<file path="src/rtl/gmob_pkg.sv">
// shared constants and types for the gradient magnitude / orientation bin block
// no dependencies; used by every module under rtl/

package gmob_pkg;

  localparam int GRAD_BITS_DEF = 11;
  localparam int MAG_BITS      = 11;
  localparam int BIN_BITS      = 3;
  localparam int OUT_DATA_BITS = ((MAG_BITS + BIN_BITS + 7) / 8) * 8;

  localparam logic [MAG_BITS-1:0] MAG_MAX = {MAG_BITS{1'b1}};

  // orientation bins, 30 degrees each over atan(gy/gx) + 90
  typedef enum logic [BIN_BITS-1:0] {
    BIN_000_030 = 3'd0,
    BIN_030_060 = 3'd1,
    BIN_060_090 = 3'd2,
    BIN_090_120 = 3'd3,
    BIN_120_150 = 3'd4,
    BIN_150_180 = 3'd5
  } bin_t;

  // sign of the slope numerator once the denominator is made non-negative
  typedef struct packed {
    logic a_neg;
    logic a_zero;
  } slope_sign_t;

endpackage

</file>
<file path="src/rtl/gradient_magnitude_orientation_bin.sv">
// top level: per-pixel gradient magnitude and 6-way orientation bin
// depends on gmob_pkg, gmob_square, gmob_bin, gmob_isqrt
//
// usage
//   in_*  : one transaction per pixel, tdata = {grad_y, grad_x}, both signed
//   out_* : one transaction per pixel, tdata = {orient_bin, magnitude}
//   orientation channel n of the pixel carries magnitude when n == orient_bin
// pipeline: GRAD_BITS + 3 register stages, one for absolute values, one for the
//   squares, one for the sum and bin compares, then one stage per result bit of
//   the square root
// throughput: one pixel per clock while out_tready is high, with every stage holding its own valid bit
// reset (rst_n low, synchronous) empties the pipeline; no other state exists
// when the receiver stalls, results stay in the output register and bubbles
//   further up are filled, so input is refused only once every stage is full
// magnitudes above 2047 (only possible for GRAD_BITS > 11) saturate

module gradient_magnitude_orientation_bin #(
  parameter int GRAD_BITS = gmob_pkg::GRAD_BITS_DEF
) (
  input  logic                                   clk,
  input  logic                                   rst_n,
  input  logic                                   in_tvalid,
  output logic                                   in_tready,
  // grad_x, grad_y, zero padding
  input  logic [((2*GRAD_BITS+7)/8)*8-1:0]       in_tdata,
  output logic                                   out_tvalid,
  input  logic                                   out_tready,
  // magnitude, orient_bin, zero padding
  output logic [gmob_pkg::OUT_DATA_BITS-1:0]     out_tdata
);

  localparam int SQ_W  = 2 * GRAD_BITS;
  localparam int SAT_W = (GRAD_BITS > gmob_pkg::MAG_BITS) ? GRAD_BITS : gmob_pkg::MAG_BITS;

  logic                         sq_valid, sq_ready;
  logic [SQ_W-1:0]              a_sq, b_sq;
  gmob_pkg::slope_sign_t        sign;

  logic                         bn_valid, bn_ready;
  logic [SQ_W-1:0]              sum_sq;
  gmob_pkg::bin_t               bin;

  logic [GRAD_BITS-1:0]         root;
  logic [gmob_pkg::BIN_BITS-1:0] out_bin;
  logic [SAT_W-1:0]             root_w;
  logic [gmob_pkg::MAG_BITS-1:0] magnitude;

  gmob_square #(.GRAD_BITS(GRAD_BITS)) u_square (
    .clk       (clk),
    .rst_n     (rst_n),
    .in_valid  (in_tvalid),
    .in_ready  (in_tready),
    .grad_x    (in_tdata[GRAD_BITS-1:0]),
    .grad_y    (in_tdata[2*GRAD_BITS-1:GRAD_BITS]),
    .out_valid (sq_valid),
    .out_ready (sq_ready),
    .a_sq      (a_sq),
    .b_sq      (b_sq),
    .sign      (sign)
  );

  gmob_bin #(.GRAD_BITS(GRAD_BITS)) u_bin (
    .clk       (clk),
    .rst_n     (rst_n),
    .in_valid  (sq_valid),
    .in_ready  (sq_ready),
    .a_sq      (a_sq),
    .b_sq      (b_sq),
    .sign      (sign),
    .out_valid (bn_valid),
    .out_ready (bn_ready),
    .sum_sq    (sum_sq),
    .bin       (bin)
  );

  gmob_isqrt #(
    .ROOT_BITS (GRAD_BITS),
    .TAG_BITS  (gmob_pkg::BIN_BITS)
  ) u_isqrt (
    .clk       (clk),
    .rst_n     (rst_n),
    .in_valid  (bn_valid),
    .in_ready  (bn_ready),
    .radicand  (sum_sq),
    .in_tag    (bin),
    .out_valid (out_tvalid),
    .out_ready (out_tready),
    .root      (root),
    .out_tag   (out_bin)
  );

  always_comb begin
    root_w = SAT_W'(root);
    if (root_w > SAT_W'(gmob_pkg::MAG_MAX)) begin
      magnitude = gmob_pkg::MAG_MAX;
    end else begin
      magnitude = root_w[gmob_pkg::MAG_BITS-1:0];
    end
    out_tdata = gmob_pkg::OUT_DATA_BITS'({out_bin, magnitude});
  end

endmodule

</file>
<file path="src/rtl/gmob_square.sv">
// two pipeline stages: absolute values and slope sign, then the two squares
// depends on gmob_pkg

module gmob_square #(
  parameter int GRAD_BITS = gmob_pkg::GRAD_BITS_DEF
) (
  input  logic                      clk,
  input  logic                      rst_n,
  input  logic                      in_valid,
  output logic                      in_ready,
  input  logic [GRAD_BITS-1:0]      grad_x,
  input  logic [GRAD_BITS-1:0]      grad_y,
  output logic                      out_valid,
  input  logic                      out_ready,
  output logic [2*GRAD_BITS-1:0]    a_sq,
  output logic [2*GRAD_BITS-1:0]    b_sq,
  output gmob_pkg::slope_sign_t     sign
);

  logic                    va_r, vb_r;
  logic                    rdy_a, rdy_b;
  logic [GRAD_BITS-1:0]    ax_r, ay_r;
  gmob_pkg::slope_sign_t   sgn_a_r, sgn_b_r;
  logic [2*GRAD_BITS-1:0]  a_sq_r, b_sq_r;

  logic [GRAD_BITS-1:0]    abs_x, abs_y;
  logic                    gx_neg, gy_neg, gy_zero;
  gmob_pkg::slope_sign_t   sgn_nxt;

  assign rdy_b    = !vb_r || out_ready;
  assign rdy_a    = !va_r || rdy_b;
  assign in_ready = rdy_a;

  always_comb begin
    gx_neg  = grad_x[GRAD_BITS-1];
    gy_neg  = grad_y[GRAD_BITS-1];
    gy_zero = (grad_y == '0);
    // most negative code maps to its magnitude as an unsigned value
    abs_x   = gx_neg ? (~grad_x + 1'b1) : grad_x;
    abs_y   = gy_neg ? (~grad_y + 1'b1) : grad_y;
    // flipping both signs when gx < 0 keeps the denominator non-negative
    sgn_nxt.a_zero = gy_zero;
    sgn_nxt.a_neg  = gx_neg ? (!gy_neg && !gy_zero) : gy_neg;
  end

  always_ff @(posedge clk) begin
    if (!rst_n) begin
      va_r <= 1'b0;
      vb_r <= 1'b0;
    end else begin
      if (rdy_a) va_r <= in_valid;
      if (rdy_b) vb_r <= va_r;
    end
  end

  always_ff @(posedge clk) begin
    if (rdy_a && in_valid) begin
      ax_r    <= abs_x;
      ay_r    <= abs_y;
      sgn_a_r <= sgn_nxt;
    end
    if (rdy_b && va_r) begin
      a_sq_r  <= ay_r * ay_r;
      b_sq_r  <= ax_r * ax_r;
      sgn_b_r <= sgn_a_r;
    end
  end

  assign out_valid = vb_r;
  assign a_sq      = a_sq_r;
  assign b_sq      = b_sq_r;
  assign sign      = sgn_b_r;

endmodule

</file>
<file path="src/rtl/gmob_bin.sv">
// one pipeline stage: sum of squares and the orientation bin from exact compares
// depends on gmob_pkg

module gmob_bin #(
  parameter int GRAD_BITS = gmob_pkg::GRAD_BITS_DEF
) (
  input  logic                      clk,
  input  logic                      rst_n,
  input  logic                      in_valid,
  output logic                      in_ready,
  input  logic [2*GRAD_BITS-1:0]    a_sq,
  input  logic [2*GRAD_BITS-1:0]    b_sq,
  input  gmob_pkg::slope_sign_t     sign,
  output logic                      out_valid,
  input  logic                      out_ready,
  output logic [2*GRAD_BITS-1:0]    sum_sq,
  output gmob_pkg::bin_t            bin
);

  localparam int SQ_W = 2 * GRAD_BITS;
  localparam int CMP_W = SQ_W + 2;

  logic              v_r;
  logic [SQ_W-1:0]   sum_r;
  gmob_pkg::bin_t    bin_r;

  logic [CMP_W-1:0]  a2w, b2w, a3, b3;
  gmob_pkg::bin_t    bin_nxt;

  assign in_ready = !v_r || out_ready;

  always_comb begin
    a2w = CMP_W'(a_sq);
    b2w = CMP_W'(b_sq);
    a3  = (a2w << 1) + a2w;
    b3  = (b2w << 1) + b2w;
    if (sign.a_neg && (a2w >= b3)) begin
      bin_nxt = gmob_pkg::BIN_000_030;
    end else if (sign.a_neg && (a3 >= b2w)) begin
      bin_nxt = gmob_pkg::BIN_030_060;
    end else if (sign.a_neg || sign.a_zero) begin
      bin_nxt = gmob_pkg::BIN_060_090;
    end else if (a3 <= b2w) begin
      bin_nxt = gmob_pkg::BIN_090_120;
    end else if (a2w <= b3) begin
      bin_nxt = gmob_pkg::BIN_120_150;
    end else begin
      bin_nxt = gmob_pkg::BIN_150_180;
    end
  end

  always_ff @(posedge clk) begin
    if (!rst_n) begin
      v_r <= 1'b0;
    end else if (in_ready) begin
      v_r <= in_valid;
    end
  end

  // sum is at most 2**(SQ_W-1), so no carry out
  always_ff @(posedge clk) begin
    if (in_ready && in_valid) begin
      sum_r <= a_sq + b_sq;
      bin_r <= bin_nxt;
    end
  end

  assign out_valid = v_r;
  assign sum_sq    = sum_r;
  assign bin       = bin_r;

endmodule

</file>
<file path="src/rtl/gmob_isqrt.sv">
// pipelined integer square root, one result bit per stage, with a side tag
// depends on gmob_pkg for the default width

module gmob_isqrt #(
  parameter int ROOT_BITS = gmob_pkg::GRAD_BITS_DEF,
  parameter int TAG_BITS  = gmob_pkg::BIN_BITS
) (
  input  logic                      clk,
  input  logic                      rst_n,
  input  logic                      in_valid,
  output logic                      in_ready,
  input  logic [2*ROOT_BITS-1:0]    radicand,
  input  logic [TAG_BITS-1:0]       in_tag,
  output logic                      out_valid,
  input  logic                      out_ready,
  output logic [ROOT_BITS-1:0]      root,
  output logic [TAG_BITS-1:0]       out_tag
);

  localparam int RAD_W = 2 * ROOT_BITS;
  localparam int REM_W = ROOT_BITS + 2;
  localparam int SH_W  = ROOT_BITS + 4;

  logic                 v_r    [ROOT_BITS];
  logic [REM_W-1:0]     rem_r  [ROOT_BITS];
  logic [ROOT_BITS-1:0] root_r [ROOT_BITS];
  logic [RAD_W-1:0]     rad_r  [ROOT_BITS];
  logic [TAG_BITS-1:0]  tag_r  [ROOT_BITS];

  logic                 rdy    [ROOT_BITS+1];
  logic                 s_v    [ROOT_BITS];
  logic [REM_W-1:0]     s_rem  [ROOT_BITS];
  logic [ROOT_BITS-1:0] s_root [ROOT_BITS];
  logic [RAD_W-1:0]     s_rad  [ROOT_BITS];
  logic [TAG_BITS-1:0]  s_tag  [ROOT_BITS];

  logic [REM_W-1:0]     rem_nxt  [ROOT_BITS];
  logic [ROOT_BITS-1:0] root_nxt [ROOT_BITS];

  logic [SH_W-1:0]      rem_sh   [ROOT_BITS];
  logic [SH_W-1:0]      trial    [ROOT_BITS];

  // ready ripples back from the output register
  always_comb begin
    rdy[ROOT_BITS] = out_ready;
    for (int i = ROOT_BITS - 1; i >= 0; i--) begin
      rdy[i] = !v_r[i] || rdy[i+1];
    end
  end

  assign in_ready = rdy[0];

  always_comb begin
    for (int i = 0; i < ROOT_BITS; i++) begin
      if (i == 0) begin
        s_v[i]    = in_valid;
        s_rem[i]  = '0;
        s_root[i] = '0;
        s_rad[i]  = radicand;
        s_tag[i]  = in_tag;
      end else begin
        s_v[i]    = v_r[i-1];
        s_rem[i]  = rem_r[i-1];
        s_root[i] = root_r[i-1];
        s_rad[i]  = rad_r[i-1];
        s_tag[i]  = tag_r[i-1];
      end
      // bring down the next two radicand bits and try (4*root + 1)
      rem_sh[i] = {s_rem[i], s_rad[i][RAD_W-1 -: 2]};
      trial[i]  = {2'b00, s_root[i], 2'b01};
      if (rem_sh[i] >= trial[i]) begin
        rem_nxt[i]  = REM_W'(rem_sh[i] - trial[i]);
        root_nxt[i] = {s_root[i][ROOT_BITS-2:0], 1'b1};
      end else begin
        rem_nxt[i]  = REM_W'(rem_sh[i]);
        root_nxt[i] = {s_root[i][ROOT_BITS-2:0], 1'b0};
      end
    end
  end

  always_ff @(posedge clk) begin
    if (!rst_n) begin
      for (int i = 0; i < ROOT_BITS; i++) begin
        v_r[i] <= 1'b0;
      end
    end else begin
      for (int i = 0; i < ROOT_BITS; i++) begin
        if (rdy[i]) v_r[i] <= s_v[i];
      end
    end
  end

  always_ff @(posedge clk) begin
    for (int i = 0; i < ROOT_BITS; i++) begin
      if (rdy[i] && s_v[i]) begin
        rem_r[i]  <= rem_nxt[i];
        root_r[i] <= root_nxt[i];
        rad_r[i]  <= s_rad[i] << 2;
        tag_r[i]  <= s_tag[i];
      end
    end
  end

  assign out_valid = v_r[ROOT_BITS-1];
  assign root      = root_r[ROOT_BITS-1];
  assign out_tag   = tag_r[ROOT_BITS-1];

endmodule

</file>
<file path="config.mk">
export PLATFORM = sky130hd
export DESIGN_NAME = gradient_magnitude_orientation_bin
export DESIGN_NICKNAME = d
export VERILOG_FILES = /design/src/rtl/gmob_pkg.sv /design/src/rtl/gradient_magnitude_orientation_bin.sv /design/src/rtl/gmob_square.sv /design/src/rtl/gmob_bin.sv /design/src/rtl/gmob_isqrt.sv
export SDC_FILE = /design/constraint.sdc
export NUM_CORES = 1
export LEC_CHECK = 0
export BUFFER_PORTS_ARGS = -buffer_cell sky130_fd_sc_hd__clkbuf_2
export CAP_MARGIN = 20
export CORE_ASPECT_RATIO = 0.5
export CORE_UTILIZATION = 65
export DETAILED_ROUTE_END_ITERATION = 8
export PLACE_DENSITY = 0.8
export RECOVER_POWER = 25
export REMOVE_ABC_BUFFERS = 1
export SETUP_SLACK_MARGIN = 0.02
export SYNTH_ARGS = -nofsm -noshare
export SYNTH_HDL_FRONTEND = slang
export SYNTH_HIERARCHICAL = 1
export SYNTH_SLANG_ARGS = --single-unit
</file>
<file path="constraint.sdc">
create_clock -name clk -period 6.7 [get_ports clk]
set_input_delay 2.01 -clock clk [delete_from_list [all_inputs] [get_ports clk]]
set_output_delay 2.01 -clock clk [all_outputs]
set_load 0.02 [all_outputs]
</file>
==> flow_metrics.py <==
metrics = {
    "run_status": {
        "outcome": "finished with violations",
        "violations": "design-rule violations",
    },
    "timing": {
        "fin_crit_sh": 0.9286,
        "period_needed_ns": 6.222,
        "hold-worst-slack_ns": 0.4074,
        "slew_violations": 0,
        "slew_headroom": 0.4713,
        "setup_violations": 0,
        "tightest_slew_ns": 0.7885,
        "fmax_mhz": 160.7,
        "finalHoldViolCount": 0,
        "final.setup_skew_ns": 0.01236,
        "tns_ns": 0,
        "rsz0062_at_grt": "false",
    },
    "layout": {
        "synthToLayoutAreaGrowth_pct": 7.347,
        "num_antenna_cells": 0,
        "drive_above_1_share": 0.06637,
        "nFillCells": 3013,
        "nNetsFinal": 3099,
        "final_cell_area_um2": 31280,
    },
    "clocking": {
        "hold_buffers": 0,
        "cts_max_level": 2,
        "ctsResizeCount": 0,
        "clock_sink_count": 434,
        "clk_path_buf_depth": 3,
        "clk_latency_ns": 0.56,
        "cts_tree": "built",
        "root_buffer": "clkbuf_16",
        "clk_pin_slew_worst_paths_ns": 0.07,
        "cts_made_buffers": 39,
        "cts_setup_buffers": 0,
    },
    "detailed_routing": {
        "vias": 18510,
        "wirelength_um": 50260,
        "antenna_left": 0,
        "drt_iter0_drc": 1004,
        "viasPerCell": 5.661,
        "wl_per_cell_um": 15.37,
        "drc": 8,
        "dr.pass1.iters": 7,
    },
    "critical_path": {
        "cp-startpoint": "out_tready",
        "cp_common_cell": "and3_1",
        "critPathCapture": "in_tready",
        "timing.rr.start": "u_square/ay_r[0]$_DFFE_PP_",
        "ff2ff_path_depth": 16,
        "r2r_setup_slack_ns": 1.31,
        "critPathKind": "in -> out",
        "cpMaxStageDelayCell": "and3_1",
        "crit_chain": "clkbuf_2, and4b_1, and3_1, and3_1, and3_1, nand3_1, nand2b_1, nor2b_1, nand2_1, clkbuf_2",
        "r2r-end": "u_square/a_sq[19]$_DFFE_PP_",
        "path_max_fanout": 6,
        "cpPeakStageDelay_ns": 0.40,
        "cp.arrival_ns": 4.21,
        "endpoint_kind": "output pin",
        "critPathRequiredTime_ns": 4.69,
        "cp-start-kind": "input port",
    },
    "synth": {
        "synth-async-reset-ratio": 0,
        "synth_common_cells": "edfxtp_1 (422), inv_1 (352), ha_1 (289)",
        "syn-instance-count": 2609,
        "netlist_area_um2": 29140,
        "synth_area_leaders": "edfxtp_1 (43%), ha_1 (12%), fa_1 (9.0%)",
        "synth_top_area_cell": "edfxtp_1",
        "yosys_warnings": 6,
        "yosysTopAreaCellShare": 0.4349,
        "yosysMostFrequentCell": "edfxtp_1",
        "synth-main-ff-cell": "edfxtp_1",
        "avgSynthCellArea_um2": 11.17,
        "netlist-cell-type-count": 96,
        "yosysSeqAreaShare": 0.4431,
        "synth_seq_cells": 434,
        "synth_edf_count": 422,
    },
    "place": {
        "placed_area_um2": 29970,
        "gp_congestion": 0.9079,
        "dp_hpwl_um": 39020,
        "io_buffers": 41,
    },
    "pwr": {
        "p_per_area_nw_per_um2": 451.8,
        "power_leakage_uw": 0.01318,
        "ir_worst_vdd_v": 0.0004280,
    },
    "die": {
        "die-area_um2": 45730,
        "core_um2": 43920,
        "io_pins": 46,
        "start_util": 0.6635,
        "rows": 54,
        "die_w_um": 301.4,
        "chipHeight_um": 151.7,
    },
    "grt": {
        "grt_pass1_wl_um": 84090,
        "grt_overflow_total": 0,
        "grt_pass1_vias": 18290,
        "grt_max_degree": 45,
        "grt_antenna_before_repair": 0,
        "grt_usage": 0.2260,
    },
    "min_path": {
        "hold_path.class": "reg -> reg",
    },
    "job": {
        "cap_violations": 0,
    },
}
layout make-up:
class | instances | area [um^2] | area share
Clock buffer | 51 | 1051 | 0.03360
Clock inverter | 21 | 195.2 | 0.006240
Inverter | 354 | 1329 | 0.04248
Multi-Input combinational cell | 1764 | 14680 | 0.4693
Sequential cell | 434 | 12910 | 0.4128
Tap cell | 588 | 735.7 | 0.02352
Timing Repair Buffer | 58 | 375.4 | 0.01200
flip-flops by register name (all words and copies together) (netlist names), 11 cells and up:
name,flops
u_square/b_sq,21
u_isqrt/root_r,66
u_isqrt/v_r,11
u_isqrt/rad_r,110
u_square/a_sq,21
u_square/ay_r,11
u_isqrt/tag_r,33
u_square/ax_r,11
u_bin/sum_sq,22
u_isqrt/rem_r,118
how the worst min path moves through the flow:
stage / slack [ns] / start / end / cells after the start
6_report: 0.41 / u_bin/sum_sq[12]$_DFFE_PP_ / u_isqrt/rad_r[0][12]$_DFFE_PP_ / 0
2_1_floorplan: 0.40 / u_bin/sum_sq[0]$_DFFE_PP_ / u_isqrt/rad_r[0][0]$_DFFE_PP_ / 0
3_3_place_gp: 0.40 / u_isqrt/rad_r[2][13]$_DFFE_PP_ / u_isqrt/rad_r[3][15]$_DFFE_PP_ / 0
3_5_place_dp: 0.40 / u_bin/sum_sq[12]$_DFFE_PP_ / u_isqrt/rad_r[0][12]$_DFFE_PP_ / 0
5_1_grt: 0.42 / u_bin/sum_sq[12]$_DFFE_PP_ / u_isqrt/rad_r[0][12]$_DFFE_PP_ / 0
4_1_cts: 0.41 / u_bin/sum_sq[12]$_DFFE_PP_ / u_isqrt/rad_r[0][12]$_DFFE_PP_ / 0
cell usage in the layout, fill, tap and decap left out, types with 38 or more instances in the layout:
master     count
a21o_1        48
a21oi_1      152
and2_1        71
clkbuf_16     39
clkbuf_2      39
edfxtp_1     422
fa_1         131
ha_1         289
inv_1        352
nand2_1      171
nor2_1       114
nor2b_1       38
nor3_1        38
o21ai_0       91
xnor2_1      121
xor2_1        63
cells by family after synthesis:
kind of cell	share of synthesized area
AND/OR/NAND/NOR	0.1112
AO/OA/AOI/OAI	0.1140
flip-flops	0.4431
adder cells (fa/ha/maj)	0.2141
buffers and inverters	0.05484
XOR/XNOR	0.05531
multiplexers	0.007042
other	0.0003864
worst max-delay path: cells and delay by family:
kind                   cells  cell delay, ns
and+or+nand+nor            8            1.94
buffers and inverters      2            0.25
power by group:
| group | switching [uW] | total (uW) | internal, uW |
|---|---|---|---|
| registers | 261 | 3750 | 3480 |
| logic | 4660 | 8210 | 3550 |
| clock network | 1000 | 2170 | 1170 |
per-stage QoR:
stage	setup slack (ns)	power, uW	cells	util
floorplan	0.8056	10260	2552	-
finish	0.4785	14130	3270	0.7122
detailed placement	0.5464	11920	3195	0.6824
global placement	0.6011	11640	3195	0.6824
global route	0.2992	15470	3270	0.7122
CTS	0.5058	14190	3267	0.7107
metal layers:
metal  track usage  up-vias  wire, um
li1              -     9242         -
met1        0.2785     8821     21720
met2        0.4196      363     25620
met3       0.03308       86      2001
met4       0.05533        0       916
met5             0        -         0
No activity file was read; power rests on OpenSTA's default activity.
